### src/sv/format_stream_integer_printer_assert.svh
`ifndef FORMAT_STREAM_INTEGER_PRINTER_ASSERT_SVH
`define FORMAT_STREAM_INTEGER_PRINTER_ASSERT_SVH

// same-cycle implication, checked outside reset
`define FSIP_ASSERT_NOW(lbl, clk, rst_n, ante, cons) \
	lbl: assert property (@(posedge clk) disable iff (!rst_n) (ante) |-> (cons)) \
		else $error("fsip assertion failed");

// next-cycle implication, checked outside reset
`define FSIP_ASSERT_NEXT(lbl, clk, rst_n, ante, cons) \
	lbl: assert property (@(posedge clk) disable iff (!rst_n) (ante) |=> (cons)) \
		else $error("fsip assertion failed");

`endif

### src/sv/fsip_pkg.sv
package fsip_pkg;

	// argument width used by conversions
	localparam int ARG_BITS   = 64;
	localparam int HEX_DIGITS = (ARG_BITS + 3) / 4;
	localparam int ARG_PAD    = HEX_DIGITS * 4;
	// floor(ARG_BITS * log10(2)) + 1
	localparam int DEC_DIGITS = (ARG_BITS * 30103) / 100000 + 1;
	localparam int DIG_W      = DEC_DIGITS * 4;
	localparam int REM_W      = $clog2(DEC_DIGITS + 1);
	localparam int CNT_W      = $clog2(HEX_DIGITS + 1);

	localparam logic [7:0] CH_PERCENT = 8'h25;
	localparam logic [7:0] CH_HEX     = 8'h78;
	localparam logic [7:0] CH_DEC     = 8'h64;

	typedef struct packed {
		logic busy;
		logic done;
	} b2d_stat_t;

	function automatic logic [7:0] digit_char(input logic [3:0] d);
		return (d < 4'd10) ? ({4'h0, d} + 8'd48) : ({4'h0, d} + 8'd55);
	endfunction

	// one double-dabble step: correct every digit, then shift in one bit
	function automatic logic [DIG_W-1:0] dabble_step(input logic [DIG_W-1:0] bcd,
			input logic b);
		logic [DIG_W-1:0] corr;
		corr = bcd;
		for (int i = 0; i < DEC_DIGITS; i++) begin
			if (bcd[i*4 +: 4] >= 4'd5) begin
				corr[i*4 +: 4] = bcd[i*4 +: 4] + 4'd3;
			end
		end
		return {corr[DIG_W-2:0], b};
	endfunction

endpackage

### src/sv/fsip_b2d.sv
// binary to bcd, four argument bits per cycle
module fsip_b2d (
	input  logic                            clk,
	input  logic                            arst_n,
	input  logic                            start,
	input  logic [fsip_pkg::ARG_PAD-1:0]    value,
	output fsip_pkg::b2d_stat_t             stat,
	output logic [fsip_pkg::DIG_W-1:0]      bcd
);

	logic                          busy_q;
	logic                          done_q;
	logic [fsip_pkg::CNT_W-1:0]    cnt_q;
	logic [fsip_pkg::ARG_PAD-1:0]  sh_q;
	logic [fsip_pkg::DIG_W-1:0]    bcd_q;
	logic [fsip_pkg::DIG_W-1:0]    step_v;

	always_comb begin
		step_v = bcd_q;
		for (int k = 0; k < 4; k++) begin
			step_v = fsip_pkg::dabble_step(step_v, sh_q[fsip_pkg::ARG_PAD-1-k]);
		end
	end

	always_ff @(posedge clk or negedge arst_n) begin
		if (!arst_n) begin
			busy_q <= 1'b0;
			done_q <= 1'b0;
		end else begin
			done_q <= 1'b0;
			if (start) begin
				busy_q <= 1'b1;
			end else if (busy_q && cnt_q == fsip_pkg::CNT_W'(1)) begin
				busy_q <= 1'b0;
				done_q <= 1'b1;
			end
		end
	end

	always_ff @(posedge clk) begin
		if (start) begin
			sh_q  <= value;
			bcd_q <= '0;
			cnt_q <= fsip_pkg::CNT_W'(fsip_pkg::HEX_DIGITS);
		end else if (busy_q) begin
			sh_q  <= sh_q << 4;
			bcd_q <= step_v;
			cnt_q <= cnt_q - fsip_pkg::CNT_W'(1);
		end
	end

	assign stat.busy = busy_q;
	assign stat.done = done_q;
	assign bcd       = bcd_q;

endmodule

### src/sv/format_stream_integer_printer.sv
// channel | direction | fields                | handshake
// in      | request   | format_char, arg_value | in_valid / in_stall
// out     | result    | out_char, last_char    | out_valid / out_stall
//
// one item at a time; in_stall is high until the last result enters the output register
// literal: accepted into S_LIT, then pushed into the output register once it has room
// hex: accepted into S_EMIT, then 16 nibbles, most significant first, leading zeros dropped
// decimal: the argument goes through the bcd converter (4 bits a cycle), then 20 digits are shifted out
// all control state clears on arst_n; out_stall holds digit pushes, leading zeros still shift

`include "format_stream_integer_printer_assert.svh"

module format_stream_integer_printer (
	input  logic        clk,
	input  logic        arst_n,
	input  logic        in_valid,
	output logic        in_stall,
	input  logic [7:0]  format_char,
	input  logic [63:0] arg_value,
	output logic        out_valid,
	input  logic        out_stall,
	output logic [7:0]  out_char,
	output logic        last_char
);

	typedef enum logic [3:0] {
		S_IDLE = 4'b0001,
		S_CONV = 4'b0010,
		S_EMIT = 4'b0100,
		S_LIT  = 4'b1000
	} state_t;

	state_t                          state_q;
	logic                            pend_q;      // '%' seen, conversion pending
	logic                            out_valid_q;
	logic [7:0]                      out_char_q;
	logic                            last_q;
	logic [7:0]                      lit_q;
	logic [fsip_pkg::DIG_W-1:0]      dig_q;       // digits, most significant on top
	logic [fsip_pkg::REM_W-1:0]      rem_q;       // digits still in dig_q
	logic                            seen_q;      // a digit was already emitted

	logic                            accept;
	logic                            slot_free;
	logic                            skip;
	logic                            push_dig;
	logic                            push_lit;
	logic                            conv_start;
	logic [3:0]                      top_dig;
	logic [fsip_pkg::ARG_PAD-1:0]    arg_pad;
	fsip_pkg::b2d_stat_t             conv_stat;
	logic [fsip_pkg::DIG_W-1:0]      conv_bcd;

	assign in_stall   = (state_q != S_IDLE);
	assign accept     = in_valid && !in_stall;
	// output register can take a new result this cycle
	assign slot_free  = !out_valid_q || !out_stall;
	assign top_dig    = dig_q[fsip_pkg::DIG_W-1 -: 4];
	// leading zero, but never drop the final digit
	assign skip       = !seen_q && (top_dig == 4'd0) && (rem_q != fsip_pkg::REM_W'(1));
	assign push_dig   = (state_q == S_EMIT) && !skip && slot_free;
	assign push_lit   = (state_q == S_LIT) && slot_free;
	assign conv_start = accept && pend_q && (format_char == fsip_pkg::CH_DEC);
	assign arg_pad    = fsip_pkg::ARG_PAD'(arg_value[fsip_pkg::ARG_BITS-1:0]);

	fsip_b2d u_b2d (
		.clk    (clk),
		.arst_n (arst_n),
		.start  (conv_start),
		.value  (arg_pad),
		.stat   (conv_stat),
		.bcd    (conv_bcd)
	);

	// control: state, pending flag, output valid
	always_ff @(posedge clk or negedge arst_n) begin
		if (!arst_n) begin
			state_q     <= S_IDLE;
			pend_q      <= 1'b0;
			out_valid_q <= 1'b0;
		end else begin
			if (push_dig || push_lit) begin
				out_valid_q <= 1'b1;
			end else if (!out_stall) begin
				out_valid_q <= 1'b0;
			end
			unique case (state_q)
				S_IDLE: begin
					if (accept) begin
						if (pend_q) begin
							if (format_char != fsip_pkg::CH_PERCENT) begin
								pend_q <= 1'b0;
								if (format_char == fsip_pkg::CH_HEX) begin
									state_q <= S_EMIT;
								end else if (format_char == fsip_pkg::CH_DEC) begin
									state_q <= S_CONV;
								end else begin
									state_q <= S_LIT;
								end
							end
						end else if (format_char == fsip_pkg::CH_PERCENT) begin
							pend_q <= 1'b1;
						end else begin
							state_q <= S_LIT;
						end
					end
				end
				S_CONV: begin
					if (conv_stat.done) begin
						state_q <= S_EMIT;
					end
				end
				S_EMIT: begin
					if (push_dig && rem_q == fsip_pkg::REM_W'(1)) begin
						state_q <= S_IDLE;
					end
				end
				S_LIT: begin
					if (push_lit) begin
						state_q <= S_IDLE;
					end
				end
				default: begin
					state_q <= S_IDLE;
				end
			endcase
		end
	end

	// datapath: digit shift register and output payload
	always_ff @(posedge clk) begin
		if (accept) begin
			lit_q  <= format_char;
			// hex digits sit top-aligned, straight from the argument
			dig_q  <= fsip_pkg::DIG_W'(arg_pad) << (fsip_pkg::DIG_W - fsip_pkg::ARG_PAD);
			rem_q  <= fsip_pkg::REM_W'(fsip_pkg::HEX_DIGITS);
			seen_q <= 1'b0;
		end else if (state_q == S_CONV && conv_stat.done) begin
			dig_q  <= conv_bcd;
			rem_q  <= fsip_pkg::REM_W'(fsip_pkg::DEC_DIGITS);
			seen_q <= 1'b0;
		end else if (state_q == S_EMIT && (skip || push_dig)) begin
			dig_q <= dig_q << 4;
			rem_q <= rem_q - fsip_pkg::REM_W'(1);
			if (push_dig) begin
				seen_q <= 1'b1;
			end
		end
		if (push_dig) begin
			out_char_q <= fsip_pkg::digit_char(top_dig);
			last_q     <= (rem_q == fsip_pkg::REM_W'(1));
		end else if (push_lit) begin
			out_char_q <= lit_q;
			last_q     <= 1'b1;
		end
	end

	assign out_valid = out_valid_q;
	assign out_char  = out_char_q;
	assign last_char = last_q;

	`FSIP_ASSERT_NOW(a_pend_idle_only, clk, arst_n, state_q != S_IDLE, !pend_q)
	`FSIP_ASSERT_NOW(a_done_in_conv, clk, arst_n, conv_stat.done, state_q == S_CONV)
	`FSIP_ASSERT_NOW(a_conv_quiet_idle, clk, arst_n, state_q == S_IDLE, !conv_stat.busy)
	`FSIP_ASSERT_NOW(a_emit_has_digits, clk, arst_n, state_q == S_EMIT,
		rem_q != fsip_pkg::REM_W'(0))
	`FSIP_ASSERT_NEXT(a_last_back_idle, clk, arst_n, push_dig && rem_q == fsip_pkg::REM_W'(1),
		state_q == S_IDLE && out_valid && last_char)

endmodule
### config.mk
export PLATFORM = sky130hd
export DESIGN_NAME = format_stream_integer_printer
export DESIGN_NICKNAME = d
export VERILOG_FILES = /design/src/sv/fsip_pkg.sv /design/src/sv/fsip_b2d.sv /design/src/sv/format_stream_integer_printer.sv
export VERILOG_INCLUDE_DIRS = /design/src /design/src/sv
export SDC_FILE = /design/constraint.sdc
export NUM_CORES = 1
export LEC_CHECK = 0
export BUFFER_PORTS_ARGS = -buffer_cell sky130_fd_sc_hd__buf_2
export CAP_MARGIN = 20
export CORE_MARGIN = 2
export CORE_UTILIZATION = 40
export DETAILED_ROUTE_END_ITERATION = 16
export PLACE_DENSITY_LB_ADDON = 0.12
export SYNTH_ARGS = -nofsm -noshare
export SYNTH_HDL_FRONTEND = slang
export SYNTH_SLANG_ARGS = --single-unit
### constraint.sdc
create_clock -name clk -period 3.6 [get_ports clk]
set_clock_uncertainty 0.05 [all_clocks]
set_input_delay 0.18 -clock clk [delete_from_list [all_inputs] [get_ports clk]]
set_output_delay 0.18 -clock clk [all_outputs]
set_load 0.02 [all_outputs]
* Word level (Yosys, flattened, before mapping)
Cells that the tools add are included.
** Word-level totals
- Register bits :: 260
- Bits in latches :: 0
- Bits in writable memories :: 0
- Memory bits (read-only) :: 0
- Input bits :: 76
- Output and inout port bits :: 11
- Logic and storage cells :: 341
- Memories kept :: 0
** Cells by class
- Add/sub/neg operators :: 84
- Multipliers :: 0
- Divide/modulo/power cells :: 0
- $lt $le $gt $ge :: 81
- Equality and inequality tests :: 19
- Shifts and indexed selects :: 0
- Mux-type cells :: 111
- Bitwise operators :: 0
- Reduce and logical (&&, ||, !) cells :: 30
** Operator list (number)
- 4-bit two-way mux :: 85
- 4-bit by 3-bit >= comparator with 1-bit output (second input constant) :: 80
- 4-bit by 2-bit adder with 4-bit output (second input constant) :: 76
- 80-bit two-way mux :: 3
- 64-bit two-way mux :: 2
- 3-bit two-way mux :: 6
- 8-bit by 7-bit equality test with 1-bit output (second input constant) :: 2
- 8-bit two-way mux :: 2
- 4-bit one-hot mux with 4 select lines :: 1
- 4-bit by 6-bit adder with 7-bit output (second input constant) :: 2
- 3-bit by 2-bit adder with 3-bit output (second input constant) :: 4
- 1-bit logical AND :: 12
- 1-bit two-way mux :: 11
- 5-bit by 1-bit equality test with 1-bit output (second input constant) :: 2
- 5-bit by 1-bit subtractor with 5-bit output (second input constant) :: 2
- 8-bit by 6-bit equality test with 1-bit output (second input constant) :: 1
- 8-bit by 6-bit inequality test with 1-bit output (second input constant) :: 1
- 2-bit nonzero test :: 4
- 7-bit two-way mux :: 1
- 2-bit by 1-bit inequality test with 1-bit output (second input constant) :: 3
- 3-bit inequality test (second input constant) :: 2
- 6-bit AND reduction :: 1
- 1-bit logical NOT :: 5
- 5-bit by 1-bit inequality test with 1-bit output (second input constant) :: 1
- other kinds (12) :: 16

* Longest topological paths before layout
- Depth in word-level cells :: 11
- Mapped depth :: 21

* Modules after synthesis
Synthesis repeated with hierarchy kept, for this count alone.
** Second synthesis, totals
- Cells, all modules :: 2511
- Area total of the unflattened synthesis :: 20672.3 µm²
** Modules (own cells, without submodules)
- fsip_b2d :: instances 1, cells each 2043, area each 15676.3 µm², seq. area each 3673.5 µm²
- format_stream_integer_printer :: instances 1, cells each 468, area each 4996.0 µm², seq. area each 3024.2 µm²

* Least setup slack after synthesis
No wires, ideal clock.
- Kind :: register to register
- From :: reg u_b2d.bcd_q, in the netlist u_b2d.bcd[77]
- To :: reg u_b2d.bcd_q, in the netlist u_b2d.bcd[77]
- Library setup time :: 103 ps
- Arrival time :: 3727 ps
- Data required time :: 3447 ps
- Setup slack :: -281 ps
- Stages on the path, launching flop included :: 22
- Clock period less this slack :: 3881 ps
- Path through :: dfxtp_1 > inv_1 > ha_1 > nand2b_1 > a21oi_1 > xnor2_1 > inv_1 > ha_1 > o21ai_0 > nand3_1 > o21ai_0 > ha_1 > inv_1 > o21ai_0 > a21oi_1 > o32ai_1 > xor2_1 > ha_1 > nor2b_1 > o21a_1 > nor3_1 > a2111oi_2
** Between the ends
- Cells in the longest elaborated chain, start to end :: 8
** Ends and longest elaborated chain
- start: declaration :: RTL line fsip_b2d.sv:15 : logic [fsip_pkg::DIG_W-1:0] bcd_q;
- start signal: assignment :: RTL line fsip_b2d.sv:47 : bcd_q <= step_v;
- 4-bit by 3-bit >= comparator with 1-bit output / 3-bit by 2-bit adder with 3-bit output (equally long branches) :: RTL line fsip_pkg.sv:32, fsip_pkg.sv:33
- 3-bit two-way mux * :: RTL line fsip_pkg.sv:32 : if (bcd[i*4 +: 4] >= 4'd5) begin
- 4-bit by 3-bit >= comparator with 1-bit output / 3-bit by 2-bit adder with 3-bit output (equally long branches) :: RTL line fsip_pkg.sv:32, fsip_pkg.sv:33
- 3-bit two-way mux * :: RTL line fsip_pkg.sv:32
- 4-bit by 3-bit >= comparator with 1-bit output / 3-bit by 2-bit adder with 3-bit output (equally long branches) :: RTL line fsip_pkg.sv:32, fsip_pkg.sv:33
- 3-bit two-way mux * :: RTL line fsip_pkg.sv:32
- 4-bit by 3-bit >= comparator with 1-bit output * :: RTL line fsip_pkg.sv:32
- 3-bit two-way mux * :: RTL line fsip_pkg.sv:32
Mark *: on every way between the ends. The rest lies on a longest branch, timed or not.
A chain may end at the register's enable or synchronous reset.

* Worst setup path in the final report
Ends and elaborated chain as after synthesis.

==> impl_metrics.env <==
export IMPL_postSynthCellCount=2185
export IMPL_nets=2584
export IMPL_avgSynthCellArea_um2=8.32
export IMPL_path_clk_slew_ns=0.06
export IMPL_cp_data_arrival_time_ns=4.09
export IMPL_drc=0
export IMPL_track_usage_pct=20.8
export IMPL_cts_tree="yes"
export IMPL_synth_yosys_seq_area_share_pct=36.8
export IMPL_core_mm2=0.0451
export IMPL_post_synth_main_area_contributors="edfxtp_1 (24%), dfxtp_1 (12%), nand2_1 (6.6%)"
export IMPL_dp_cells=2888
export IMPL_grt_pass1_wl_mm=80.7
export IMPL_cts_sinks=260
export IMPL_antennaDiodeCount=0
export IMPL_clk_latency_ns=0.59
export IMPL_path_class="flop to flop"
export IMPL_drt_vias_per_instance=5.49
export IMPL_start_util_pct=40.3
export IMPL_whs_path_depth=2
export IMPL_synthArstFlopShare_pct=3.08
export IMPL_netlist_area_mm2=0.0182
export IMPL_synth_main_ff_cell="edfxtp_1"
export IMPL_fmax_mhz=273
export IMPL_finalCritPeriodShare_pct=102
export IMPL_reg2reg_slack_ns=-0.06
export IMPL_yosys_area_top_type="edfxtp_1"
export IMPL_synth_nets=2343
export IMPL_gp_congestion=0.807
export IMPL_power_density_mw_per_mm2=431
export IMPL_setup_ws_ns=-0.0602
export IMPL_post_drt_wl_per_cell_um=16.6
export IMPL_hold_class="input port to flop"
export IMPL_fin_util_pct=50.2
export IMPL_rsz0062_at_grt="true"
export IMPL_ir_drop_v=0.000354
export IMPL_hold_slack_ns=0.275
export IMPL_first_iter_violations=860
export IMPL_tightestPinTransition_ns=0.881
export IMPL_period_needed_ns=3.66
export IMPL_r2r_cells=21
export IMPL_outcome="finished, violations left"
export IMPL_min_from="format_char[1]"
export IMPL_synth_top_area_share_pct=23.9
export IMPL_die_y_um=217
export IMPL_die_area_mm2=0.0472
export IMPL_gr_total_overflow=0
export IMPL_hpwl_mm=34.3
export IMPL_grt_max_degree=98
export IMPL_ant_nets=0
export IMPL_routed_via_count=16700
export IMPL_cts_root_buf="clkbuf_16"
export IMPL_cellLeakagePower_nw=9.41
export IMPL_die_x_um=217
export IMPL_synth_edff_count=145
export IMPL_violations="negative setup slack"
export IMPL_crit_path_max_fanout=3
export IMPL_finalHoldViolations=0
export IMPL_cp_data_required_time_ns=4.03
export IMPL_setup_violations=1
export IMPL_h_tree_depth=1
export IMPL_drt_total_wl_mm=50.8
export IMPL_crit_path_start_kind="flop"
export IMPL_whs_endpoint="lit_q[1]$_DFFE_PP_"
export IMPL_yosys_warnings=0
export IMPL_final_fill_count=4344
export IMPL_placementRows=78
export IMPL_synth_seq_cells=260
export IMPL_power_total_mw=9.76
export IMPL_area_delta_synth_final_pct=24.3
export IMPL_ios=87
export IMPL_relSlewSlack_pct=41.3
export IMPL_portBuffers=86
export IMPL_first_global_vias=15700
export IMPL_r2r_start="u_b2d.bcd[77]$_SDFFE_PP0P_"
export IMPL_dr_pass1_iters=5
export IMPL_drv_slew=0
export IMPL_clk_path_buf_depth=3
export IMPL_endpoint_kind="flop"
export IMPL_synthTopCellsByCount="nand2_1 (322), nor2_1 (257), o21ai_0 (157)"
export IMPL_rr_endpoint="u_b2d.bcd[77]$_SDFFE_PP0P_"
export IMPL_antenna_found_initial=0
export IMPL_stdcell_count=3051
export IMPL_layout_drive_gt1_share_pct=19.1
export IMPL_ys_types=97
export IMPL_max_cap_viol_count=0
export IMPL_yosysMostFrequentCell="nand2_1"
export IMPL_numCtsBuffers=31
## per-layer routing
| metal | global-route usage [%] | share of wire, % |
|---|---|---|
| met1 | 28.1 | 47 |
| met2 | 35.9 | 48 |
| met3 | 2.29 | 3.4 |
| met4 | 3.88 | 1.7 |
| met5 | 0 | 0 |
## worst max-delay path: stages (launching register included)
cell       delay, ns
dfxtp_2         0.35
inv_4           0.05
ha_4            0.14
nand2b_4        0.14
a21oi_4         0.16
xnor2_2         0.15
inv_2           0.07
ha_4            0.16
o21ai_2         0.12
nand3_1         0.09
o21ai_2         0.10
ha_2            0.22
inv_2           0.04
o21ai_2         0.13
a21oi_2         0.09
o32ai_4         0.33
xor2_2          0.22
ha_2            0.23
nor2b_4         0.04
o21a_1          0.20
and3_4          0.19
a2111oi_4       0.25
## report_power, final
part	total, mW	switching (mW)	internal (mW)
sequential	3.95	0.179	3.77
clock	3.37	1.33	2.04
combinational	2.44	1.53	0.905
## per-stage QoR
step           setup slack [ns]  TNS (ns)  area, µm²
2_1_floorplan           -0.0623   -0.0623      18200
3_3_place_gp             -0.190    -0.292      19900
3_5_place_dp             -0.254    -0.452      19900
4_1_cts                -0.00839  -0.00839      21800
5_1_grt                  -0.279    -0.777      22600
6_report                -0.0602   -0.0602      22600
## cells in the final DEF, fill, tap and decap left out, types with 18 or more instances in the layout
| master | n |
|---|---|
| clkbuf_16 | 31 |
| dlygate4sd3_1 | 77 |
| and2_1 | 22 |
| nand2b_1 | 32 |
| nand3_1 | 20 |
| a21oi_1 | 124 |
| edfxtp_1 | 145 |
| dfxtp_1 | 98 |
| nor2_1 | 253 |
| xnor2_1 | 35 |
| a211oi_1 | 53 |
| inv_1 | 103 |
| ha_1 | 73 |
| a31oi_1 | 43 |
| buf_4 | 122 |
| xnor2_2 | 21 |
| mux2i_1 | 72 |
| nand2_1 | 319 |
| o21ai_1 | 26 |
| a21oi_2 | 22 |
| nor2b_1 | 20 |
| nor3_1 | 20 |
| mux2_2 | 18 |
| o22ai_1 | 84 |
| o21ai_0 | 150 |
| buf_2 | 86 |
| nor3b_1 | 32 |
## cells by family after synthesis
logic type / synth area share [%]
AO/OA/AOI/OAI: 24.2
XOR/XNOR: 4.02
adder cells (fa/ha/maj): 5.70
flip-flops: 36.8
multiplexers: 5.80
AND/OR/NAND/NOR: 19.4
buffers and inverters: 4.11
## flip-flops by register name, indices dropped and copies added (netlist names)
name,flops
dig_q,80
u_b2d.bcd,80
u_b2d.sh_q,64
lit_q,8
out_char,8
rem_q,5
u_b2d.cnt_q,5
state_q,4
last_char,1
out_valid,1
pend_q,1
seen_q,1
u_b2d.busy_q,1
u_b2d.done_q,1
## layout make-up
type,count,area [µm²],area share [%]
multi-input cells,1727,11400,50.5
flip-flops and latches,260,6720,29.7
repair buffers,290,2190,9.70
clock buffers,34,807,3.57
well taps,600,751,3.32
inverters,116,443,1.96
clock inverters,24,284,1.26
## how the worst max path moves through the flow
stage | startpoint | to | slack (ns) | depth (start not counted)
global route | u_b2d.bcd[73]$_SDFFE_PP0P_ | u_b2d.bcd[77]$_SDFFE_PP0P_ | -0.28 | 20
floorplan | u_b2d.bcd[77]$_SDFFE_PP0P_ | u_b2d.bcd[77]$_SDFFE_PP0P_ | -0.06 | 21
detailed placement | u_b2d.bcd[77]$_SDFFE_PP0P_ | u_b2d.bcd[77]$_SDFFE_PP0P_ | -0.25 | 21
global placement | u_b2d.bcd[77]$_SDFFE_PP0P_ | u_b2d.bcd[77]$_SDFFE_PP0P_ | -0.19 | 21
finish | u_b2d.bcd[77]$_SDFFE_PP0P_ | u_b2d.bcd[77]$_SDFFE_PP0P_ | -0.06 | 21
CTS | u_b2d.bcd[77]$_SDFFE_PP0P_ | u_b2d.bcd[77]$_SDFFE_PP0P_ | -0.008 | 21
## timing repair
item                       CTS  global route
hold buffers                77             0
buffers inserted             4            25
setup endpoints to repair    6            63
pin swaps                    9            28
hold endpoints to repair   142             0
resized for setup            7           123
cloned                       0             0
Power figures use the tool's default switching activity.
